## config.mk

```make
export PLATFORM = sky130hd
export DESIGN_NAME = pair_run_length_encoder_unit
export DESIGN_NICKNAME = d
export VERILOG_FILES = /design/src/design/prle_pkg.sv /design/src/design/prle_run_tracker.sv /design/src/design/prle_triple_emitter.sv /design/src/design/pair_run_length_encoder_unit.sv
export VERILOG_INCLUDE_DIRS = /design/src /design/src/design
export SDC_FILE = /design/constraint.sdc
export NUM_CORES = 1
export LEC_CHECK = 0
export ABC_AREA = 1
export BUFFER_PORTS_ARGS = -buffer_cell sky130_fd_sc_hd__buf_2
export CORE_ASPECT_RATIO = 2
export CORE_MARGIN = 2
export CORE_UTILIZATION = 35
export CTS_CLUSTER_DIAMETER = 80
export DETAILED_ROUTE_END_ITERATION = 10
export SETUP_SLACK_MARGIN = 0.05
export SLEW_MARGIN = 20
export SYNTH_ARGS = -nofsm -noshare
export SYNTH_HDL_FRONTEND = slang
export SYNTH_SLANG_ARGS = --single-unit
```

## constraint.sdc

```tcl
create_clock -name clk -period 3.4 [get_ports clk]
set_input_delay 0.17 -clock clk [delete_from_list [all_inputs] [get_ports clk]]
set_output_delay 0.17 -clock clk [all_outputs]
set_load 0.05 [all_outputs]
```

## src/design/pair_run_length_encoder_unit_macros.svh

```systemverilog
// ----------------------------------------------------------------------------
// Pair run-length encoder assertion macros
// Shared concurrent assertion forms, clocked and reset-qualified.
// ----------------------------------------------------------------------------
`ifndef PAIR_RUN_LENGTH_ENCODER_UNIT_MACROS_SVH
`define PAIR_RUN_LENGTH_ENCODER_UNIT_MACROS_SVH

// Same-cycle implication.
`define PRLE_ASSERT_NOW(lbl, clk, rstn, ante, cons) \
	lbl: assert property (@(posedge clk) disable iff (!rstn) (ante) |-> (cons)) \
		else $error("assertion failed");

// Next-cycle implication.
`define PRLE_ASSERT_NEXT(lbl, clk, rstn, ante, cons) \
	lbl: assert property (@(posedge clk) disable iff (!rstn) (ante) |=> (cons)) \
		else $error("assertion failed");

`endif

```

## src/design/prle_pkg.sv

```systemverilog
// ----------------------------------------------------------------------------
// Pair run-length encoder package
// Shared types and constants for the encoder modules.
// ----------------------------------------------------------------------------
`default_nettype none

package prle_pkg;

	localparam int unsigned BYTE_W = 8;
	localparam logic [BYTE_W-1:0] RUN_MAX = 8'd255;
	localparam logic [BYTE_W-1:0] RUN_ONE = 8'd1;

	// kind codes
	localparam logic KIND_DATA = 1'b0;
	localparam logic KIND_END  = 1'b1;

	typedef struct packed {
		logic              kind;
		logic [BYTE_W-1:0] second_byte;
		logic [BYTE_W-1:0] first_byte;
	} pair_item_t;

	typedef struct packed {
		logic [BYTE_W-1:0] first_byte;
		logic [BYTE_W-1:0] second_byte;
		logic [BYTE_W-1:0] count;
	} triple_t;

	typedef struct packed {
		logic    load;
		triple_t triple;
	} emit_req_t;

	typedef enum logic [1:0] {
		SEL_FIRST,
		SEL_SECOND,
		SEL_COUNT
	} byte_sel_t;

endpackage

`default_nettype wire

```

## src/design/prle_run_tracker.sv

```systemverilog
// ----------------------------------------------------------------------------
// Pair run-length encoder run tracker
// Holds the current pair and run count; decides when a triple goes out.
// ----------------------------------------------------------------------------
`default_nettype none

module prle_run_tracker (
	input  wire logic                   clk,
	input  wire logic                   arst_n,
	input  wire logic                   item_valid,
	input  wire prle_pkg::pair_item_t   item,
	input  wire logic                   emit_ready,
	output logic                        item_fire,
	output prle_pkg::emit_req_t         emit_req
);
	import prle_pkg::*;

	`include "pair_run_length_encoder_unit_macros.svh"

	logic [BYTE_W-1:0] held_first_q;
	logic [BYTE_W-1:0] held_second_q;
	logic [BYTE_W-1:0] run_count_q;
	logic              holding_q;
	logic              same_pair;
	logic              emit;

	assign same_pair = (item.first_byte == held_first_q) &&
		(item.second_byte == held_second_q);

	// run breaks on end, on a new pair, or on a full count
	assign emit = holding_q &&
		((item.kind == KIND_END) || !same_pair || (run_count_q == RUN_MAX));

	assign item_fire = item_valid && (!emit || emit_ready);

	always_comb begin
		emit_req.load               = item_fire && emit;
		emit_req.triple.first_byte  = held_first_q;
		emit_req.triple.second_byte = held_second_q;
		emit_req.triple.count       = run_count_q;
	end

	always_ff @(posedge clk or negedge arst_n) begin
		if (!arst_n) begin
			held_first_q  <= '0;
			held_second_q <= '0;
			run_count_q   <= '0;
			holding_q     <= 1'b0;
		end else if (item_fire) begin
			if (item.kind == KIND_END) begin
				held_first_q  <= '0;
				held_second_q <= '0;
				run_count_q   <= '0;
				holding_q     <= 1'b0;
			end else if (!holding_q || emit) begin
				held_first_q  <= item.first_byte;
				held_second_q <= item.second_byte;
				run_count_q   <= RUN_ONE;
				holding_q     <= 1'b1;
			end else begin
				run_count_q <= run_count_q + RUN_ONE;
			end
		end
	end

	`PRLE_ASSERT_NOW(a_count_nonzero, clk, arst_n, holding_q, run_count_q != '0)
	`PRLE_ASSERT_NOW(a_no_emit_idle, clk, arst_n, !holding_q, !emit_req.load)
	`PRLE_ASSERT_NEXT(a_data_holds, clk, arst_n,
		item_fire && (item.kind == KIND_DATA), holding_q)

endmodule

`default_nettype wire

```

## src/design/prle_triple_emitter.sv

```systemverilog
// ----------------------------------------------------------------------------
// Pair run-length encoder triple emitter
// Registers one triple and sends it out one byte per transaction.
// ----------------------------------------------------------------------------
`default_nettype none

module prle_triple_emitter (
	input  wire logic                        clk,
	input  wire logic                        arst_n,
	input  wire prle_pkg::emit_req_t         emit_req,
	output logic                             emit_ready,
	output logic                             m_axis_tvalid,
	input  wire logic                        m_axis_tready,
	output logic [prle_pkg::BYTE_W-1:0]      m_axis_tdata,
	output logic                             m_axis_tlast
);
	import prle_pkg::*;

	`include "pair_run_length_encoder_unit_macros.svh"

	triple_t   triple_q;
	byte_sel_t sel_q;
	logic      valid_q;
	logic      take;
	logic      done;

	assign take       = valid_q && m_axis_tready;
	assign done       = take && (sel_q == SEL_COUNT);
	assign emit_ready = !valid_q || done;

	always_ff @(posedge clk or negedge arst_n) begin
		if (!arst_n) begin
			valid_q <= 1'b0;
			sel_q   <= SEL_FIRST;
		end else if (emit_req.load) begin
			valid_q <= 1'b1;
			sel_q   <= SEL_FIRST;
		end else if (done) begin
			valid_q <= 1'b0;
			sel_q   <= SEL_FIRST;
		end else if (take) begin
			case (sel_q)
				SEL_FIRST:  sel_q <= SEL_SECOND;
				SEL_SECOND: sel_q <= SEL_COUNT;
				default:    sel_q <= SEL_FIRST;
			endcase
		end
	end

	always_ff @(posedge clk) begin
		if (emit_req.load) begin
			triple_q <= emit_req.triple;
		end
	end

	always_comb begin
		case (sel_q)
			SEL_FIRST:  m_axis_tdata = triple_q.first_byte;
			SEL_SECOND: m_axis_tdata = triple_q.second_byte;
			SEL_COUNT:  m_axis_tdata = triple_q.count;
			default:    m_axis_tdata = triple_q.count;
		endcase
	end

	assign m_axis_tvalid = valid_q;
	assign m_axis_tlast  = (sel_q == SEL_COUNT);

	`PRLE_ASSERT_NEXT(a_load_starts, clk, arst_n, emit_req.load,
		valid_q && (sel_q == SEL_FIRST))
	`PRLE_ASSERT_NEXT(a_done_empties, clk, arst_n, done && !emit_req.load, !valid_q)
	`PRLE_ASSERT_NEXT(a_mid_advances, clk, arst_n,
		take && (sel_q != SEL_COUNT), valid_q && (sel_q != SEL_FIRST))

endmodule

`default_nettype wire

```

## src/design/pair_run_length_encoder_unit.sv

```systemverilog
// ----------------------------------------------------------------------------
// Pair run-length encoder
// Encodes a stream of byte pairs into (first, second, count) byte triples.
// ----------------------------------------------------------------------------
// Each input transaction carries one byte pair (tuser low = data) or an
// end-of-stream marker (tuser high, tdata ignored). Repeats of the held pair
// extend the run up to a count of 255; a different pair, a full run or an end
// marker sends the held run out as three byte transactions: first byte,
// second byte, then the count with tlast set. An end marker with no pair held
// sends nothing and the next pair starts a fresh stream. A pair that only
// extends a run never waits on the output, so input transactions may follow
// back to back. Each run break sends one triple over the single byte-wide
// output port, one byte per transaction; a pair that breaks a run waits
// until the emitter is empty or is taking the count byte of the previous
// triple. An accepted pair goes through the input register and the run
// tracker, and each held run goes out through the triple register.
// ----------------------------------------------------------------------------
`default_nettype none

module pair_run_length_encoder_unit (
	input  wire logic        clk,
	input  wire logic        arst_n,
	// input stream
	input  wire logic        s_axis_tvalid,
	output logic             s_axis_tready,
	input  wire logic [15:0] s_axis_tdata,  // [7:0] first_byte, [15:8] second_byte
	input  wire logic        s_axis_tuser,  // [0] kind: 0 = pair, 1 = end of stream
	// output stream
	output logic             m_axis_tvalid,
	input  wire logic        m_axis_tready,
	output logic [7:0]       m_axis_tdata,  // [7:0] out_byte
	output logic             m_axis_tlast   // last_of_triple
);
	import prle_pkg::*;

	// input register stage
	pair_item_t item_s1;
	logic       valid_s1;
	logic       fire_s1;
	logic       emit_ready;
	emit_req_t  emit_req;
	logic       in_take;

	// the register takes a new transaction when empty or draining this cycle
	assign s_axis_tready = !valid_s1 || fire_s1;
	assign in_take       = s_axis_tvalid && s_axis_tready;

	always_ff @(posedge clk or negedge arst_n) begin
		if (!arst_n) begin
			valid_s1 <= 1'b0;
		end else if (s_axis_tready) begin
			valid_s1 <= s_axis_tvalid;
		end
	end

	always_ff @(posedge clk) begin
		if (in_take) begin
			item_s1.kind        <= s_axis_tuser;
			item_s1.first_byte  <= s_axis_tdata[7:0];
			item_s1.second_byte <= s_axis_tdata[15:8];
		end
	end

	// run state and break decision
	prle_run_tracker u_tracker (
		.clk        (clk),
		.arst_n     (arst_n),
		.item_valid (valid_s1),
		.item       (item_s1),
		.emit_ready (emit_ready),
		.item_fire  (fire_s1),
		.emit_req   (emit_req)
	);

	// triple register and byte serializer
	prle_triple_emitter u_emitter (
		.clk           (clk),
		.arst_n        (arst_n),
		.emit_req      (emit_req),
		.emit_ready    (emit_ready),
		.m_axis_tvalid (m_axis_tvalid),
		.m_axis_tready (m_axis_tready),
		.m_axis_tdata  (m_axis_tdata),
		.m_axis_tlast  (m_axis_tlast)
	);

endmodule

`default_nettype wire
```

== Word-level counts from Yosys, hierarchy flattened ==
Cells that the tools add are included.

* Register bits after elaboration: 70
* Output and inout bits: 11
* Bits of input ports: 21

* Reductions and logical operators: 23
* Mux-type cells: 15
* $add $sub $neg: 1
* Eq/ne operators: 5

{| class="wikitable"
|+ Operators by type and width
! kind !! number
|-
| $mux W8 || 6
|-
| $eq A8 B8 Y1 || 2
|-
| $pmux W8 S2 || 1
|-
| $add A8 B1 Y8 const B || 1
|-
| $eq A8 B8 Y1 const B || 1
|-
| $logic_and A1 B1 Y1 || 7
|-
| $logic_or A1 B1 Y1 || 6
|-
| $mux W2 || 3
|-
| $logic_not A1 Y1 || 5
|-
| $mux W1 || 4
|-
| $pmux W2 S2 || 1
|-
| $reduce_bool A2 Y1 || 2
|-
| $reduce_bool A3 Y1 || 1
|-
| $eq A2 B1 Y1 const B || 1
|-
| $eq A2 B2 Y1 const B || 1
|-
| $logic_not A2 Y1 || 1
|-
| $reduce_and A2 Y1 || 1
|}

== Depth between registers and ports, before layout ==
* Word-level depth: 11
* Mapped depth: 14

== Modules after synthesis ==
A second synthesis with hierarchy kept.

* Cell total of the unflattened synthesis: 360
* Area total of the unflattened synthesis: 3279.4 um^2

{| class="wikitable"
|+ By module, submodules not included
! module !! area an instance (um^2) !! cells an instance !! seq. area each (um^2) !! times used
|-
| prle_run_tracker || 1689.1 || 259 || 625.6 || 1
|-
| prle_triple_emitter || 1034.7 || 78 || 795.8 || 1
|-
| pair_run_length_encoder_unit || 555.5 || 23 || 535.5 || 1
|}

== Worst setup path after synthesis ==
No wires, ideal clock.

* Path type: register -> register
* Start: reg u_emitter.sel_q[0]
* End: reg item_s1[0] (netlist name), enable pin
* Required time: 3.031 ns
* Buffers on the path: 0
* Stages on the path, launching flop included: 8
* Arrival time: 2.404 ns
* Period minus slack after synthesis: 2.773 ns
* Slack: 0.627 ns
* Cell sequence: dfrtp_1 nor2_1 inv_1 o21ai_1 inv_2 nand3_1 nand2_1 inv_1

* Longest elaborated chain between the ends: 7

{| class="wikitable"
|+ RTL lines
! item !! line !! RTL
|-
| start: declaration || prle_triple_emitter.sv:22 || <nowiki>byte_sel_t sel_q;</nowiki>
|-
| start signal: assignment || prle_triple_emitter.sv:34 || <nowiki>sel_q <= SEL_FIRST;</nowiki>
|-
| start signal: assignment || prle_triple_emitter.sv:37 || <nowiki>sel_q <= SEL_FIRST;</nowiki>
|-
| start signal: assignment || prle_triple_emitter.sv:40 || <nowiki>sel_q <= SEL_FIRST;</nowiki>
|-
| $eq A2 B2 Y1 || - ||
|-
| named net m_axis_tlast || pair_run_length_encoder_unit.sv:32 || <nowiki>output logic m_axis_tlast</nowiki>
|-
| $logic_and A1 B1 Y1 || prle_triple_emitter.sv:28 || <nowiki>assign done = take && (sel_q == SEL_COUNT);</nowiki>
|-
| $logic_or A1 B1 Y1 || prle_triple_emitter.sv:29 || <nowiki>assign emit_ready = !valid_q || done;</nowiki>
|-
| $logic_or A1 B1 Y1 || prle_run_tracker.sv:34 || <nowiki>assign item_fire = item_valid && (!emit || emit_ready);</nowiki>
|-
| $logic_and A1 B1 Y1 || prle_run_tracker.sv:34 ||
|-
| $logic_or A1 B1 Y1 || pair_run_length_encoder_unit.sv:45 || <nowiki>assign s_axis_tready = !valid_s1 || fire_s1;</nowiki>
|-
| named net s_axis_tready || pair_run_length_encoder_unit.sv:25 || <nowiki>output logic s_axis_tready,</nowiki>
|-
| $logic_and A1 B1 Y1 || pair_run_length_encoder_unit.sv:46 || <nowiki>assign in_take = s_axis_tvalid && s_axis_tready;</nowiki>
|-
| named net in_take || pair_run_length_encoder_unit.sv:42 || <nowiki>logic in_take;</nowiki>
|-
| end: declaration || pair_run_length_encoder_unit.sv:37 || <nowiki>pair_item_t item_s1;</nowiki>
|}

The timed path passes the listed nets, and every way through them passes these cells.
A chain may end at the register's enable or synchronous reset.

==> flow_metrics.py <==
metrics = {
    "routing": {
        "dr.pass1.iters": 4,
        "drt_wl_total_mm": 6.659,
        "drc": 0,
        "drtIter0Drc": 132,
        "post_drt_wl_per_cell_um": 13.03,
        "vias_per_cell": 4.691,
        "drtAntennaViolNets": 0,
        "vias": 2397,
    },
    "clock_tree": {
        "tritoncts.num_buffers": 9,
        "cts_sinks": 70,
        "cts_root_buffer": "clkbuf_16",
        "clkTransAtPathRegs_ns": 0.05,
        "ctsResizeCount": 0,
        "cts.htree.levels": 3,
        "clock_path_buffers": 2,
        "cts_tree": "built",
        "insertion_delay_ns": 0.33,
    },
    "setup_path": {
        "critical_path.startpoint": "u_tracker.run_count_q[0]$_DFFE_PN0P_",
        "crit_type": "register to register",
        "cp_cell_sequence": "ha_1, nand3_1, nor2_1, nor2_2, nand3_2, nand2_1, inv_1, nand3_1, inv_1",
        "cp.required_ns": 3.36,
        "cpMaxStageDelayCell": "inv_1",
        "critPathLaunchType": "register",
        "worst-path-max-fanout": 24,
        "slowest_delay_ns": 0.64,
        "reg2reg_from": "u_tracker.run_count_q[0]$_DFFE_PN0P_",
        "cp.arrival_ns": 2.32,
        "setup.worst_path.end_class": "register",
    },
    "cells_and_area": {
        "seq_area_um2": 1957,
        "fillers": 888,
        "area_growth_pct": 15.59,
        "finalNonFillerCells": 511,
        "fin_nets": 426,
        "diodes": 0,
        "drive_gt1_frac": 0.1394,
        "multi_input_area_um2": 1031,
    },
    "global_routing": {
        "first_global_vias": 2281,
        "grt_max_degree": 30,
        "grt_pass1_wl_mm": 10.89,
        "grt_usage": 0.1454,
        "grt.overflow.total": 0,
        "antenna_found_initial": 0,
    },
    "synth": {
        "synthAdderAreaFrac": 0.003830,
        "syn_avg_cell_area_um2": 8.877,
        "synth_compound_area_frac": 0.02413,
        "syn_inst": 368,
        "synth_seq_cells": 70,
        "syn-cell-area_um2": 3267,
        "yosys.cell_types.count": 23,
        "synth_top_family_by_area": "simple AND/OR/NAND/NOR gates",
        "synth_xor_area_frac": 0.002681,
        "yosysWarnings": 0,
        "synthSimpleGateAreaFrac": 0.2849,
        "seq_area_frac_synth": 0.5990,
        "syn-num-nets": 390,
        "synthMuxAreaShare": 0,
    },
    "sta": {
        "skew_ns": 0.005109,
        "worstMarginPinSlew_ns": 0.8097,
        "final_max_slew_viol_count": 0,
        "layout_setup_ws_ns": 1.034,
        "fin_setup_tns_ns": 0,
        "final_hold_viol_count": 0,
        "max_freq_mhz": 422.6,
        "finalCriticalPeriod_ns": 2.366,
        "final-setup-viol-count": 0,
        "slew_headroom": 0.4596,
        "rsz0062_at_grt": "false",
        "min_period_over_period": 0.6959,
    },
    "placement": {
        "place.gp.congestion": 0.9052,
        "dp_cells": 493,
        "place.detailed.hpwl_mm": 5.090,
        "numPortBuffers": 31,
        "place_ws_ns": 1.024,
    },
    "run_status": {
        "outcome": "completed",
    },
    "worst_hold_path": {
        "hold_path.class": "input port to register",
        "hp-start": "s_axis_tdata[15]",
    },
    "floorplanning": {
        "die_w_um": 72.32,
        "rows": 49,
        "die_area_um2": 10170,
        "dieHeight_um": 140.6,
        "coreArea_um2": 9012,
        "start_util": 0.3625,
        "pin_count": 32,
    },
    "run": {
        "cap_violations": 0,
    },
    "power": {
        "p_per_area_nw_per_um2": 851.5,
        "ir_drop_mv": 0.4310,
        "leakage_nw": 1.800,
        "total_power_mw": 3.216,
    },
}
==> state kept, by name, summed over array words and instances, names as in the netlist <==
name / flops
item_s1: 17
u_emitter.m_axis_tvalid: 1
u_emitter.sel_q: 2
u_emitter.triple_q: 24
u_tracker.held_first_q: 8
u_tracker.held_second_q: 8
u_tracker.holding_q: 1
u_tracker.run_count_q: 8
valid_s1: 1
==> kinds of logic after synthesis <==
kind of cell | Yosys count
AND/OR/NAND/NOR | 216
flip-flops | 70
buffers and inverters | 66
AO/OA/AOI/OAI | 14
XOR/XNOR | 1
adder cells (fa/ha/maj) | 1
==> cells in the mapped netlist <==
cell type  count  area share
clkbuf_1       4      0.0046
nand2_1      132        0.15
o21ai_1        6      0.0092
ha_1           1      0.0038
dfrtp_1       29        0.22
a21oi_1        1      0.0015
o21ai_0        4      0.0061
xnor2_1        1      0.0027
nand3_1       20       0.031
or2_2          2      0.0038
nor2_2         2      0.0038
inv_1         55       0.063
edfxtp_1      41        0.38
nand3_2        4       0.012
o21ai_2        2      0.0054
nand2_4        1      0.0034
nand4_1       21       0.040
buf_2          1      0.0015
buf_6          3       0.010
a31oi_1        1      0.0019
buf_4          2      0.0046
nor2_1        34       0.039
inv_2          1      0.0011
==> per-stage QoR <==
step	utilization	area, µm²	hold slack, ns
finish	0.4190	3776	0.01430
global route	0.4190	3776	0.006414
CTS	0.4179	3766	0.0006271
detailed placement	0.3879	3496	0.2448
global placement	0.3879	3496	0.2405
floorplan	-	3267	-0.1256
==> layout by cell type, fill, tap and decap left out, drive strengths merged <==
master and n:
xnor2 1, clkbuf 12, edfxtp 41, dlygate4sd3 2, clkinv 2, nor2 36
ha 1, buf 33, nand4 21, o21ai 12, or2 2, nand3 24
inv 56, dfrtp 29, a21oi 1, nand2 133, a31oi 1, clkinvlp 2
==> critical path: cells and delay by family, from the launching register on <==
| kind | cells | cell delay, ns |
|---|---|---|
| simple gates | 6 | 0.65 |
| flops | 1 | 0.41 |
| fa+ha+maj | 1 | 0.23 |
| buf+inv | 2 | 0.71 |
==> per-layer routing <==
metal / vias up / global-route usage / share of wire
met3: 14 / 0.03645 / 0.041
met1: 1089 / 0.1432 / 0.37
met2: 47 / 0.2588 / 0.55
met4: 0 / 0.09533 / 0.039
li1: 1247 / - / -
met5: - / 0 / 0
==> path summary, 6_finish.rpt <==
check / end / slack [ns] / cells after the start
worst min-delay path: item_s1[15]$_DFFE_PP_ / 0.01 / 1
max in group asynchronous: u_tracker.held_second_q[3]$_DFFE_PN0P_ / 2.53 / 2
worst max register to register: u_emitter.triple_q[2]$_DFFE_PP_ / 1.03 / 9
worst max-delay path: u_emitter.triple_q[2]$_DFFE_PP_ / 1.03 / 9
worst min register to register: u_emitter.triple_q[16]$_DFFE_PP_ / 0.49 / 0
min in group asynchronous: u_tracker.held_first_q[4]$_DFFE_PN0P_ / 0.43 / 2
==> final cells by class <==
class / count / area share
well taps: 102 / 0.03380
inverters: 56 / 0.05567
multi-input cells: 232 / 0.2730
repair buffers: 35 / 0.05036
clock inverters: 4 / 0.006296
clock buffers: 12 / 0.06262
flip-flops and latches: 70 / 0.5182
==> report_power, final <==
group	switching, mW	internal, mW	total (mW)
logic	0.822	0.270	1.09
clock network	0.321	0.489	0.811
registers	0.151	1.16	1.31
total	1.29	1.92	3.22
==> repair_timing <==
| item | in CTS | in global routing |
|---|---|---|
| hold buffers | 1 | 1 |
| hold endpoints to repair | 29 | 1 |
| setup buffers | 0 | 0 |
No activity file was read; power rests on OpenSTA's default activity.
